<file path="src/hdl/tbp_pkg.sv">
// ----------------------------------------------------------------------------
// Truncated binary bit packer package
// Field widths, action codes and the code word bundle shared by the unit.
// ----------------------------------------------------------------------------
package tbp_pkg;

   // request field widths
   localparam int ACTION_W = 2;
   localparam int VALUE_W  = 8;
   localparam int RANGE_W  = 9;

   // response field widths
   localparam int BYTE_W   = 8;
   localparam int COUNT_W  = 4;

   // longest code word that is sent; never above nine bits
   localparam int MAX_CODE_BITS = 8;
   localparam int CODE_CAP      = (MAX_CODE_BITS < 9) ? MAX_CODE_BITS : 9;

   // code word and bit stream sizes
   localparam int WORD_W   = 9;
   localparam int LEN_W    = 4;
   localparam int STREAM_W = BYTE_W + WORD_W;
   localparam int TOTAL_W  = 5;

   // stream bus widths
   localparam int REQ_DATA_W = 24;
   localparam int REQ_USER_W = ACTION_W;
   localparam int RSP_DATA_W = 16;

   // action codes
   localparam logic [ACTION_W-1:0] ACT_BIT   = 2'd0;
   localparam logic [ACTION_W-1:0] ACT_CODE  = 2'd1;
   localparam logic [ACTION_W-1:0] ACT_FLUSH = 2'd2;

   // one decoded request: bits to append, or a flush
   typedef struct packed {
      logic              flush;
      logic [LEN_W-1:0]  len;
      logic [WORD_W-1:0] word;
   } code_type;

endpackage

</file>
<file path="src/hdl/tbp_code.sv">
// ----------------------------------------------------------------------------
// Truncated binary code former
// Turns one request into a right-aligned code word and its length.
// ----------------------------------------------------------------------------
module tbp_code (
   input  logic [tbp_pkg::ACTION_W-1:0] action,
   input  logic                         bit_value,
   input  logic [tbp_pkg::VALUE_W-1:0]  value,
   input  logic [tbp_pkg::RANGE_W-1:0]  range_size,
   output tbp_pkg::code_type            code
);

   logic [tbp_pkg::RANGE_W-1:0]  m_eff;
   logic [tbp_pkg::RANGE_W-1:0]  m_less;
   logic [tbp_pkg::LEN_W-1:0]    k;
   logic [tbp_pkg::RANGE_W:0]    level;
   logic                         short_code;
   logic [tbp_pkg::RANGE_W:0]    sum;
   logic [tbp_pkg::LEN_W-1:0]    len_raw;
   logic [tbp_pkg::LEN_W-1:0]    len_cap;
   logic [tbp_pkg::WORD_W:0]     len_mask;
   logic [tbp_pkg::WORD_W-1:0]   word_raw;

   // k = bit length of (m - 1), a range of zero counts as one
   always_comb begin
      m_eff  = (range_size == '0) ? tbp_pkg::RANGE_W'(1) : range_size;
      m_less = m_eff - tbp_pkg::RANGE_W'(1);
      k      = '0;
      for (int i = 0; i < tbp_pkg::RANGE_W; i++) begin
         if (m_less[i]) begin
            k = tbp_pkg::LEN_W'(i + 1);
         end
      end
   end

   // level, short or long code word
   always_comb begin
      level      = ({{tbp_pkg::RANGE_W{1'b0}}, 1'b1} << k) - {1'b0, m_eff};
      short_code = {{(tbp_pkg::RANGE_W + 1 - tbp_pkg::VALUE_W){1'b0}}, value} < level;
      sum        = {{(tbp_pkg::RANGE_W + 1 - tbp_pkg::VALUE_W){1'b0}}, value} + level;
      if (short_code) begin
         word_raw = {{(tbp_pkg::WORD_W - tbp_pkg::VALUE_W){1'b0}}, value};
         len_raw  = k - tbp_pkg::LEN_W'(1);
      end else begin
         word_raw = sum[tbp_pkg::WORD_W-1:0];
         len_raw  = k;
      end
      len_cap = (len_raw > tbp_pkg::LEN_W'(tbp_pkg::CODE_CAP)) ?
                tbp_pkg::LEN_W'(tbp_pkg::CODE_CAP) : len_raw;
      len_mask = ({{tbp_pkg::WORD_W{1'b0}}, 1'b1} << len_cap) -
                 {{tbp_pkg::WORD_W{1'b0}}, 1'b1};
   end

   // per-action selection
   always_comb begin
      code = '0;
      case (action)
         tbp_pkg::ACT_BIT: begin
            code.len  = tbp_pkg::LEN_W'(1);
            code.word = {{(tbp_pkg::WORD_W - 1){1'b0}}, bit_value};
         end
         tbp_pkg::ACT_CODE: begin
            code.len  = len_cap;
            code.word = word_raw & len_mask[tbp_pkg::WORD_W-1:0];
         end
         tbp_pkg::ACT_FLUSH: begin
            code.flush = 1'b1;
         end
         default: begin
            code = '0;
         end
      endcase
   end

endmodule

</file>
<file path="src/hdl/tbp_pack.sv">
// ----------------------------------------------------------------------------
// Truncated binary bit packer core
// Holds the pending bits; merges one code word into them per cycle with fire set.
// ----------------------------------------------------------------------------
module tbp_pack (
   input  logic                        clock,
   input  logic                        reset,
   input  logic                        fire,
   input  tbp_pkg::code_type           code,
   output logic                        emit,
   output logic [tbp_pkg::BYTE_W-1:0]  out_byte,
   output logic [tbp_pkg::COUNT_W-1:0] bit_count
);

   logic [tbp_pkg::BYTE_W-1:0]   pending_bits_ff, pending_bits_in;
   logic [tbp_pkg::COUNT_W-1:0]  pending_count_ff, pending_count_in;

   logic [tbp_pkg::STREAM_W-1:0] stream;
   logic [tbp_pkg::STREAM_W-1:0] stream_hi;
   logic [tbp_pkg::TOTAL_W-1:0]  total;
   logic [tbp_pkg::TOTAL_W-1:0]  total_less;
   logic [tbp_pkg::COUNT_W-1:0]  fill;
   logic [tbp_pkg::BYTE_W:0]     keep_mask;

   // pending bits followed by the code word, oldest bit highest
   always_comb begin
      stream     = (tbp_pkg::STREAM_W'(pending_bits_ff) << code.len) |
                   tbp_pkg::STREAM_W'(code.word);
      total      = tbp_pkg::TOTAL_W'(pending_count_ff) + tbp_pkg::TOTAL_W'(code.len);
      total_less = total - tbp_pkg::TOTAL_W'(1);
      // bits left pending: 1..8, a full byte stays until the next bit or a flush
      fill       = {1'b0, total_less[2:0]} + tbp_pkg::COUNT_W'(1);
      keep_mask  = ({{tbp_pkg::BYTE_W{1'b0}}, 1'b1} << fill) -
                   {{tbp_pkg::BYTE_W{1'b0}}, 1'b1};
      stream_hi  = stream >> fill;
   end

   // result and next state
   always_comb begin
      emit             = 1'b0;
      out_byte         = stream_hi[tbp_pkg::BYTE_W-1:0];
      bit_count        = tbp_pkg::COUNT_W'(tbp_pkg::BYTE_W);
      pending_bits_in  = pending_bits_ff;
      pending_count_in = pending_count_ff;
      if (code.flush) begin
         emit             = 1'b1;
         out_byte         = pending_bits_ff;
         bit_count        = pending_count_ff;
         pending_bits_in  = '0;
         pending_count_in = '0;
      end else if (code.len != '0) begin
         // last byte pushed out, if the stream ran past one byte
         emit             = total > tbp_pkg::TOTAL_W'(tbp_pkg::BYTE_W);
         pending_bits_in  = stream[tbp_pkg::BYTE_W-1:0] & keep_mask[tbp_pkg::BYTE_W-1:0];
         pending_count_in = fill;
      end
   end

   // pending state
   always_ff @(posedge clock) begin
      if (reset) begin
         pending_bits_ff  <= '0;
         pending_count_ff <= '0;
      end else if (fire) begin
         pending_bits_ff  <= pending_bits_in;
         pending_count_ff <= pending_count_in;
      end
   end

endmodule

</file>
<file path="src/hdl/truncated_binary_bit_packer_unit.sv">
// ----------------------------------------------------------------------------
// Truncated binary bit packer unit
// Packs single bits and truncated binary code words MSB-first into bytes.
// A request is taken every cycle as long as it emits no byte. A request that
// emits a byte, such as a flush or a code that overflows the pending byte,
// moves on only when the output register is empty or being read. While a
// response stalls, it waits in the input register and holds off req_tready.
// Each request sits in the input register, where its code word is
// formed and merged into the pending byte. Its response is loaded into the
// output register as the request leaves the input register, and rsp_tvalid
// rises with it. The rate is set by the loop through the pending byte
// register. A full byte leaves only when a further bit arrives or on a
// flush; flush returns the pending bits right-aligned with their count, even
// when that count is zero.
// ----------------------------------------------------------------------------
module truncated_binary_bit_packer_unit (
   input  logic                           clock,
   input  logic                           reset,
   input  logic                           req_tvalid,
   output logic                           req_tready,
   // bit_value[0], value[8:1], range_size[17:9], zero pad[23:18]
   input  logic [tbp_pkg::REQ_DATA_W-1:0] req_tdata,
   // action[1:0]
   input  logic [tbp_pkg::REQ_USER_W-1:0] req_tuser,
   output logic                           rsp_tvalid,
   input  logic                           rsp_tready,
   // out_byte[7:0], bit_count[11:8], zero pad[15:12]
   output logic [tbp_pkg::RSP_DATA_W-1:0] rsp_tdata
);

   logic                           in_valid_ff, in_valid_in;
   logic [tbp_pkg::ACTION_W-1:0]   action_ff;
   logic                           bit_value_ff;
   logic [tbp_pkg::VALUE_W-1:0]    value_ff;
   logic [tbp_pkg::RANGE_W-1:0]    range_size_ff;

   logic                           rsp_valid_ff, rsp_valid_in;
   logic [tbp_pkg::BYTE_W-1:0]     out_byte_ff;
   logic [tbp_pkg::COUNT_W-1:0]    bit_count_ff;

   tbp_pkg::code_type              code;
   logic                           emit;
   logic [tbp_pkg::BYTE_W-1:0]     out_byte;
   logic [tbp_pkg::COUNT_W-1:0]    bit_count;
   logic                           out_free;
   logic                           proceed;
   logic                           req_take;

   // handshake
   assign out_free   = !rsp_valid_ff || rsp_tready;
   assign proceed    = in_valid_ff && (!emit || out_free);
   assign req_tready = !in_valid_ff || proceed;
   assign req_take   = req_tvalid && req_tready;

   // input register
   assign in_valid_in = req_take ? 1'b1 : (proceed ? 1'b0 : in_valid_ff);

   always_ff @(posedge clock) begin
      if (reset) begin
         in_valid_ff <= 1'b0;
      end else begin
         in_valid_ff <= in_valid_in;
      end
   end

   always_ff @(posedge clock) begin
      if (req_take) begin
         action_ff     <= req_tuser[tbp_pkg::ACTION_W-1:0];
         bit_value_ff  <= req_tdata[0];
         value_ff      <= req_tdata[tbp_pkg::VALUE_W:1];
         range_size_ff <= req_tdata[tbp_pkg::VALUE_W+tbp_pkg::RANGE_W:tbp_pkg::VALUE_W+1];
      end
   end

   // code word forming
   tbp_code u_code (
      .action     (action_ff),
      .bit_value  (bit_value_ff),
      .value      (value_ff),
      .range_size (range_size_ff),
      .code       (code)
   );

   // packing
   tbp_pack u_pack (
      .clock     (clock),
      .reset     (reset),
      .fire      (proceed),
      .code      (code),
      .emit      (emit),
      .out_byte  (out_byte),
      .bit_count (bit_count)
   );

   // output register
   always_comb begin
      if (proceed && emit) begin
         rsp_valid_in = 1'b1;
      end else if (rsp_tready) begin
         rsp_valid_in = 1'b0;
      end else begin
         rsp_valid_in = rsp_valid_ff;
      end
   end

   always_ff @(posedge clock) begin
      if (reset) begin
         rsp_valid_ff <= 1'b0;
      end else begin
         rsp_valid_ff <= rsp_valid_in;
      end
   end

   always_ff @(posedge clock) begin
      if (proceed && emit) begin
         out_byte_ff  <= out_byte;
         bit_count_ff <= bit_count;
      end
   end

   assign rsp_tvalid = rsp_valid_ff;
   assign rsp_tdata  = {{(tbp_pkg::RSP_DATA_W - tbp_pkg::BYTE_W - tbp_pkg::COUNT_W){1'b0}},
                        bit_count_ff, out_byte_ff};

endmodule

</file>
<file path="config.mk">
export PLATFORM = sky130hd
export DESIGN_NAME = truncated_binary_bit_packer_unit
export DESIGN_NICKNAME = d
export VERILOG_FILES = /design/src/hdl/tbp_pkg.sv /design/src/hdl/tbp_code.sv /design/src/hdl/tbp_pack.sv /design/src/hdl/truncated_binary_bit_packer_unit.sv
export SDC_FILE = /design/constraint.sdc
export NUM_CORES = 1
export LEC_CHECK = 0
export BUFFER_PORTS_ARGS = -buffer_cell sky130_fd_sc_hd__clkbuf_2
export CAP_MARGIN = 20
export CORE_MARGIN = 5
export CORE_UTILIZATION = 56
export CTS_BUF_LIST = sky130_fd_sc_hd__clkbuf_8 sky130_fd_sc_hd__clkbuf_16
export CTS_CLUSTER_SIZE = 10
export DETAILED_ROUTE_END_ITERATION = 16
export MAX_ROUTING_LAYER = met4
export PLACE_DENSITY_LB_ADDON = 0.25
export SYNTH_ARGS = -nofsm -noshare
export SYNTH_HDL_FRONTEND = slang
export SYNTH_SLANG_ARGS = --single-unit
</file>
<file path="constraint.sdc">
create_clock -name clock -period 9.3 [get_ports clock]
set_input_delay 0.93 -clock clock [delete_from_list [all_inputs] [get_ports clock]]
set_output_delay 0.93 -clock clock [all_outputs]
set_load 0.02 [all_outputs]
</file>
# Word-level counts from Yosys, hierarchy flattened
# Index checks and enable logic that the tools add are counted.
# Widths: inputs -> output; s select.
# word_totals
mem_count	0
romBits	0
mem_bits_rw	0
latch_bits	0
reg_bits	46
# classes
n_reduce_logical	16
div_mod_pow	0
bitwise	3
muxes	26
n_addsub	9
n_shift	5
eq_ne	2
n_mul	0
n_lt_le_gt_ge	3
# ops
cell	count
$pmux 13 s2	1
$mux 4	6
$mux 8	3
$mux 9	2
$sub 9x1->9 const B	2
$or 17x9->17	1
$shl 8x4->17	1
$shr 17x4->8	1
$mux 3	4
$lt 8x10->1	1
$shl 1x4->10 const A	1
$sub 10x9->10	1
$add 8x9->9	1
$and 9x9->9	1
$logic_not 9->1	1
$shl 1x4->9 const A	1
$and 8x8->8	1
$mux 1	8
$shl 1x4->8 const A	1
$sub 8x1->8 const B	1
$reduce_bool 2->1	3
$add 4x4->5	1
$gt 5x4->1 const B	1
$add 3x1->4 const B	1
other kinds (12)	19

# Depth between registers and ports, before layout
# depth
ltp_word	32
mapped_depth	45
ltp_nobuf	44

# Modules after synthesis
# A second synthesis with hierarchy kept.
# hier_totals
cells_unflattened	577
hier_area_um2	4885.9
# modules_own_cells
module	seq_area_each_um2	area_per_inst_um2	cells_per_inst	instances
tbp_pack	240.2	1964.4	261	1
tbp_code	0.0	1823.0	267	1
truncated_binary_bit_packer_unit	1001.0	1098.6	49	1

# Least setup slack after synthesis
# Ideal clock, no wire load.
# synth_timing
path_type	register to register
startpoint	reg range_size_ff[0] (netlist bit)
endpoint	reg bit_count_ff[0] (netlist bit), enable pin
required_time_ns	8.920
period_less_slack_ns	9.982
stages_incl_launch_ff	42
path_slack_ns	-0.682
setup_ns	0.380
arrival_time_ns	9.602
cell_sequence	edfxtp_1 -> or4_1 -> nor3_1 -> a21oi_1 -> ha_1 -> or2_2 -> a211oi_1 -> a311o_1 -> o21ai_0 -> a31oi_2 -> inv_1 -> ha_1 -> inv_1 -> nor2_1 -> ha_1 -> nor2b_1 -> o31a_1 -> o21ai_0 -> [6 not listed] -> o221a_2 -> o31ai_1 -> a211oi_1 -> o21a_1 -> buf_6 -> mux2i_1 -> o21ai_1 -> inv_1 -> ha_1 -> clkbuf_1 -> inv_1 -> clkbuf_1 -> ha_1 -> a21oi_1 -> a2111oi_0 -> o221ai_2 -> clkbuf_1 -> nor2_1
# synth_between
elab_chain_len	27
word_cells_on_any_way	29
# synth_lines
item	line_no	rtl
start: declaration	truncated_binary_bit_packer_unit.sv:35	logic [tbp_pkg::RANGE_W-1:0] range_size_ff;
start signal: assignment	truncated_binary_bit_packer_unit.sv:71	range_size_ff <= req_tdata[tbp_pkg::VALUE_W+tbp_pkg::RANGE_W:tbp_pkg::VALUE_W+1];
$logic_not 9->1	tbp_code.sv:26	m_eff = (range_size == '0) ? tbp_pkg::RANGE_W'(1) : range_size;
$mux 9 (*)	tbp_code.sv:26	
$sub 9x1->9	tbp_code.sv:27	m_less = m_eff - tbp_pkg::RANGE_W'(1);
$mux 1	tbp_code.sv:30	if (m_less[i]) begin
$mux 2 (2 in a row)	tbp_code.sv:30	
$mux 3 (4 in a row)	tbp_code.sv:30	
$mux 4 (2 in a row)	tbp_code.sv:30	
$shl 1x4->10	tbp_code.sv:38	level = ({{tbp_pkg::RANGE_W{1'b0}}, 1'b1} << k) - {1'b0, m_eff};
[6 not listed]	n/a	
$add 4x4->5	tbp_pack.sv:29	total = tbp_pkg::TOTAL_W'(pending_count_ff) + tbp_pkg::TOTAL_W'(code.len);
$gt 5x4->1	tbp_pack.sv:53	emit = total > tbp_pkg::TOTAL_W'(tbp_pkg::BYTE_W);
$mux 1 (*)	tbp_pack.sv:51	end else if (code.len != '0) begin
$mux 1 (*)	tbp_pack.sv:45	if (code.flush) begin
$logic_not 1->1	truncated_binary_bit_packer_unit.sv:51	assign proceed = in_valid_ff && (!emit || out_free);
$logic_or 1x1->1	truncated_binary_bit_packer_unit.sv:51	
$logic_and 1x1->1	truncated_binary_bit_packer_unit.sv:51	
$logic_and 1x1->1 (*)	truncated_binary_bit_packer_unit.sv:115	if (proceed && emit) begin
end signal: assignment	truncated_binary_bit_packer_unit.sv:117	bit_count_ff <= bit_count;
end: declaration	truncated_binary_bit_packer_unit.sv:39	logic [tbp_pkg::COUNT_W-1:0] bit_count_ff;
# Every way passes the cells marked *; elsewhere a longest branch is shown, timed or not.
# A chain may end at the register's enable or synchronous reset.

# Worst setup path after layout
# layout_timing
startpoint	reg range_size_ff[6] (netlist bit)
endpoint	out req_tready
# layout_between
elab_chain_len	27
word_cells_on_any_way	29
# layout_lines
item	line_no	rtl
$logic_not 9->1	tbp_code.sv:26	
$mux 9 (*)	tbp_code.sv:26	
$sub 9x1->9	tbp_code.sv:27	
$mux 1	tbp_code.sv:30	
$mux 2 (2 in a row)	tbp_code.sv:30	
$mux 3 (4 in a row)	tbp_code.sv:30	
$mux 4 (2 in a row)	tbp_code.sv:30	
$shl 1x4->10	tbp_code.sv:38	
[6 not listed]	n/a	
$add 4x4->5	tbp_pack.sv:29	
$gt 5x4->1	tbp_pack.sv:53	
$mux 1 (*)	tbp_pack.sv:51	
$mux 1 (*)	tbp_pack.sv:45	
$logic_not 1->1 (*)	truncated_binary_bit_packer_unit.sv:51	
$logic_or 1x1->1 (*)	truncated_binary_bit_packer_unit.sv:51	
$logic_and 1x1->1 (*)	truncated_binary_bit_packer_unit.sv:51	
$logic_or 1x1->1 (*)	truncated_binary_bit_packer_unit.sv:52	assign req_tready = !in_valid_ff || proceed;
end: declaration	truncated_binary_bit_packer_unit.sv:20	output logic req_tready,
# Marked as above.

==> summary by stage <==
Outcome
The run finished with clean final reports.

GRT
The initial antenna violation count is 0. For this run, the total global-route usage over all layers was measured as 30.09%. The number of global-route vias before repair is 5444.

For this run the aggregate overflow at the end of global routing stands at 0. The maximum number of pins on one net before global-route repair is 24. The first-pass GRT wire length is 27320 um.

Placed design
The congestion estimate from routability-driven global placement came to a little over 1. The placement-stage worst setup slack is -8.826 ps. The count of input and output buffers is 37. Once placement completed, the tool counted placed cells totaling 853.

Once detailed placement completed, the half-perimeter wirelength came to 13100 um.

Power
The static power due to leakage is 0.002687 uW. The maximum ir drop on the vdd rail is 106.3 uV. The power density over the cells is between 100 and 150 nW/um2.

Clock network
The quantity of hold-fixing buffers added after cts is 0. The total number of H-tree levels is 2. The clock latency on the worst-skew pair is 320 ps.

The clock passes through at most 2 buffers. Clock tree synthesis inserted a total of 5 buffers. Counting every sink on the clock net gives 46.

The clock input transition at the sequential cells of the worst setup and hold paths is about 100 ps. The clock root buffer is sky130_fd_sc_hd__clkbuf_8. The TritonCTS clock tree is built.

Setup path
The worst flop-to-flop path endpoint is out_byte_ff[4]. The worst setup path is captured at an output port. On the critical path, the stage with the largest delay is an instance of sky130_fd_sc_hd__fa_2. In this design, the stage delay of the slowest critical-path cell is 600 ps. Along the worst path, the maximum fanout reaches 4. The data required time at the worst endpoint is between 8000 and 9000 ps. Data arrives at the worst endpoint at 8100 ps.

The category of the most critical setup path is reg2out. The reg-to-reg setup timing slack is 490 ps. The startpoint identified for the worst register-to-register timing path is range_size_ff[6]. For the worst flop-to-flop path, the logic depth is 42. STA classifies the critical path startpoint as a flop.

Synth
The synthesized netlist contains 80 unique library cells. In the post-synthesis netlist, the biggest area contributors are sky130_fd_sc_hd__edfxtp_1 18%, sky130_fd_sc_hd__ha_1 11%, sky130_fd_sc_hd__dfxtp_1 5.3%, sky130_fd_sc_hd__a21oi_1 5.0%, sky130_fd_sc_hd__nor2_1 4.1%. The post-synthesis instance area is 5326 um2. Summed over all instances, the cell type with the most area after synthesis is sky130_fd_sc_hd__edfxtp_1. In the synthesized netlist the async set-or-reset flop fraction comes to 0%. The number of synthesized register bits is 46.

Among all flip-flop cells after synthesis, the most frequent one is sky130_fd_sc_hd__edfxtp_1. The top cell type's share of synthesized area is about 18%. The number of instances in the synthesized netlist is approximately 670.

The average instance in the mapped netlist occupies around 8 um2. The number of enable flip-flop cells after synthesis is 32. The Yosys step of the flow raised 0 warnings. The sequential-to-total area share from yosys stat is 23.30%.

Cells and area
For this run, the post-layout net count is a little over 800. The post-synthesis to final-layout area growth is 19.07%. Leaving out fill and tap cells, the most frequent cells in the layout are 63 x sky130_fd_sc_hd__buf_4, 55 x sky130_fd_sc_hd__nor2_1, 54 x sky130_fd_sc_hd__nand2_1. Leaving out fill and tap cells, the most frequent cell in the layout is sky130_fd_sc_hd__buf_4. The share of cells above drive strength 1 is 22.96%. Fill cells in the final layout number 776. The final cell count without fillers is 878. The number of antenna cells inserted is 0.

Die
The total core area is 9240 um2. The horizontal die dimension is 107.5 um. For this configuration, the core starts out at a cell density of roughly 58%. The y dimension of the die is about 110 um.

The floorplan step defined a die boundary enclosing 11560 um2. The number of top-level pins is 48. The count of standard-cell rows is 35.

Timing
The worst setup skew after layout is ~19 ps. Across all setup checks in the final design, the least slack found is about 270 ps. The count of endpoints failing hold in the final timing report is 0. The final number of max-transition violations is 0.

For the pin with the worst max-slew slack, the measured transition is about 760 ps. The worst pin sits at a relative slew slack of 49.10%. The number of failing setup endpoints in the final timing report is 0. Based on the critical path, the design can be clocked at up to between 100 and 150 MHz. The share of the clock period used by the worst path is a little over nine tenths. The minimum clock period is roughly 9000 ps.

Min path
The path class of the tightest hold or removal check is reg2reg. The startpoint of the tightest hold check path is u_pack.pending_bits_ff[2]. For hold timing, the worst endpoint is u_pack.pending_bits_ff[2].

The cell depth of the worst min-delay path is 2.

Drt
Using the TritonRoute via totals, the vias-per-cell ratio works out to roughly 6.5. The routed design has 17220 um of wire. The average wire per cell in the routed design is 19.61 um. Across all layers, the routed design uses 5685 vias. The violation count after the first detailed-route iteration is 568. The pre-antenna-repair detailed-routing pass consisted of 5 iterations.

Once detail routing completed, the nets flagged for antenna violations numbered 0. In the routed design, unresolved DRC markers number 0.

Run
The reported max-cap violation count is 0.
[per-stage QoR]
| stage | power [uW] | area, um2 | TNS, ps | utilization [%] | hold slack [ps] |
|---|---|---|---|---|---|
| finish | 878.1 | 6342 | 0 | 68.64 | 547.0 |
| floorplan | 560.2 | 5369 | 0 | - | 465.1 |
| global route | 937.6 | 6342 | -86.62 | 68.64 | 574.1 |
| detailed placement | 689.7 | 5922 | -21.06 | 64.09 | 526.6 |
| global placement | 677.9 | 5922 | 0 | 64.09 | 518.3 |
| CTS | 841.6 | 6085 | 0 | 65.85 | 540.2 |
[worst max-delay path by stage]
stage,from,slack (ps),cells after the start,end
2_1_floorplan,range_size_ff[0],40,40,req_tready
3_5_place_dp,range_size_ff[0],-9,42,out_byte_ff[4]
6_report,range_size_ff[6],270,38,req_tready
5_1_grt,range_size_ff[6],-90,37,req_tready
3_3_place_gp,range_size_ff[0],140,39,req_tready
4_1_cts,range_size_ff[0],40,39,req_tready
[synth_stat cells (6+ instances only)]
master / instances
sky130_fd_sc_hd__nor2_1: 58
sky130_fd_sc_hd__nand2_1: 54
sky130_fd_sc_hd__a21oi_1: 53
sky130_fd_sc_hd__inv_1: 48
sky130_fd_sc_hd__ha_1: 45
sky130_fd_sc_hd__nor3_1: 35
sky130_fd_sc_hd__edfxtp_1: 32
sky130_fd_sc_hd__nand3_1: 25
sky130_fd_sc_hd__o21ai_0: 25
sky130_fd_sc_hd__clkbuf_1: 20
sky130_fd_sc_hd__a211oi_1: 19
sky130_fd_sc_hd__xnor2_1: 18
sky130_fd_sc_hd__dfxtp_1: 14
sky130_fd_sc_hd__and3_1: 13
sky130_fd_sc_hd__o211ai_1: 13
sky130_fd_sc_hd__mux2i_1: 12
sky130_fd_sc_hd__a21o_1: 11
sky130_fd_sc_hd__a22oi_1: 10
sky130_fd_sc_hd__o31ai_1: 9
sky130_fd_sc_hd__a31oi_1: 8
sky130_fd_sc_hd__xor2_1: 7
sky130_fd_sc_hd__nor4_1: 6
sky130_fd_sc_hd__o21a_1: 6
sky130_fd_sc_hd__o21ai_1: 6
[per-layer routing]
layer  routed length, um  vias up  global-route usage, %
li1                    -     2684                      -
met1                7553     2688                  41.79
met2                7882      279                  46.18
met3                1444       34                  4.499
met4                 337        0                  7.665
met5                   0        -                      -
[critical path: cells and delay by family (launching register included)]
kind | cells | cell delay [ps]
buf+inv | 5 | 610
mux | 1 | 90
flops | 1 | 390
compound gates | 16 | 3000
simple gates | 9 | 1840
fa+ha+maj | 6 | 1630
xor+xnor | 1 | 230
[registers in the layout, indices dropped and copies added (netlist names)]
signal                   count
in_valid_ff                  1
rsp_tvalid                   1
action_ff                    2
out_byte_ff                  8
u_pack.pending_bits_ff       8
value_ff                     8
bit_value_ff                 1
u_pack.pending_count_ff      4
range_size_ff                9
bit_count_ff                 4
[what timing repair did]
action                     4_1_cts  5_1_grt
pin swaps                        5       24
gates resized for setup         10       36
buffers inserted                 2       15
setup endpoints to repair        3       34
[report_power, final]
| part | leakage [uW] | internal, uW | total [uW] | switching (uW) |
|---|---|---|---|---|
| registers | 0.000421 | 234 | 247 | 13.4 |
| logic | 0.00221 | 196 | 484 | 289 |
| clock network | 0.0000567 | 69.9 | 146 | 76.3 |
[layout make-up]
| type | count | area (um2) | share of cell area (%) |
|---|---|---|---|
| repair buffers | 101 | 675.6 | 10.65 |
| flip-flops and latches | 46 | 1241 | 19.57 |
| multi-input cells | 545 | 3973 | 62.64 |
| clock inverters | 2 | 13.76 | 0.2170 |
| well taps | 129 | 161.4 | 2.545 |
| inverters | 49 | 183.9 | 2.900 |
| clock buffers | 6 | 93.84 | 1.480 |
[cell families (layout without fill, tap and decap cells)]
logic type               after synthesis  after routing  share of synthesized area, %
AND/OR/NAND/NOR                      231            231                         21.56
AO/OA/AOI/OAI                        218            218                         28.87
buffers and inverters                 80            158                         6.178
multiplexers                          19             19                         4.205
XOR/XNOR                              25             25                         4.111
other                                  1              4                       0.07040
adder cells (fa/ha/maj)               48             48                         11.70
flip-flops                            46             46                         23.30
Power figures use the tool's default switching activity.
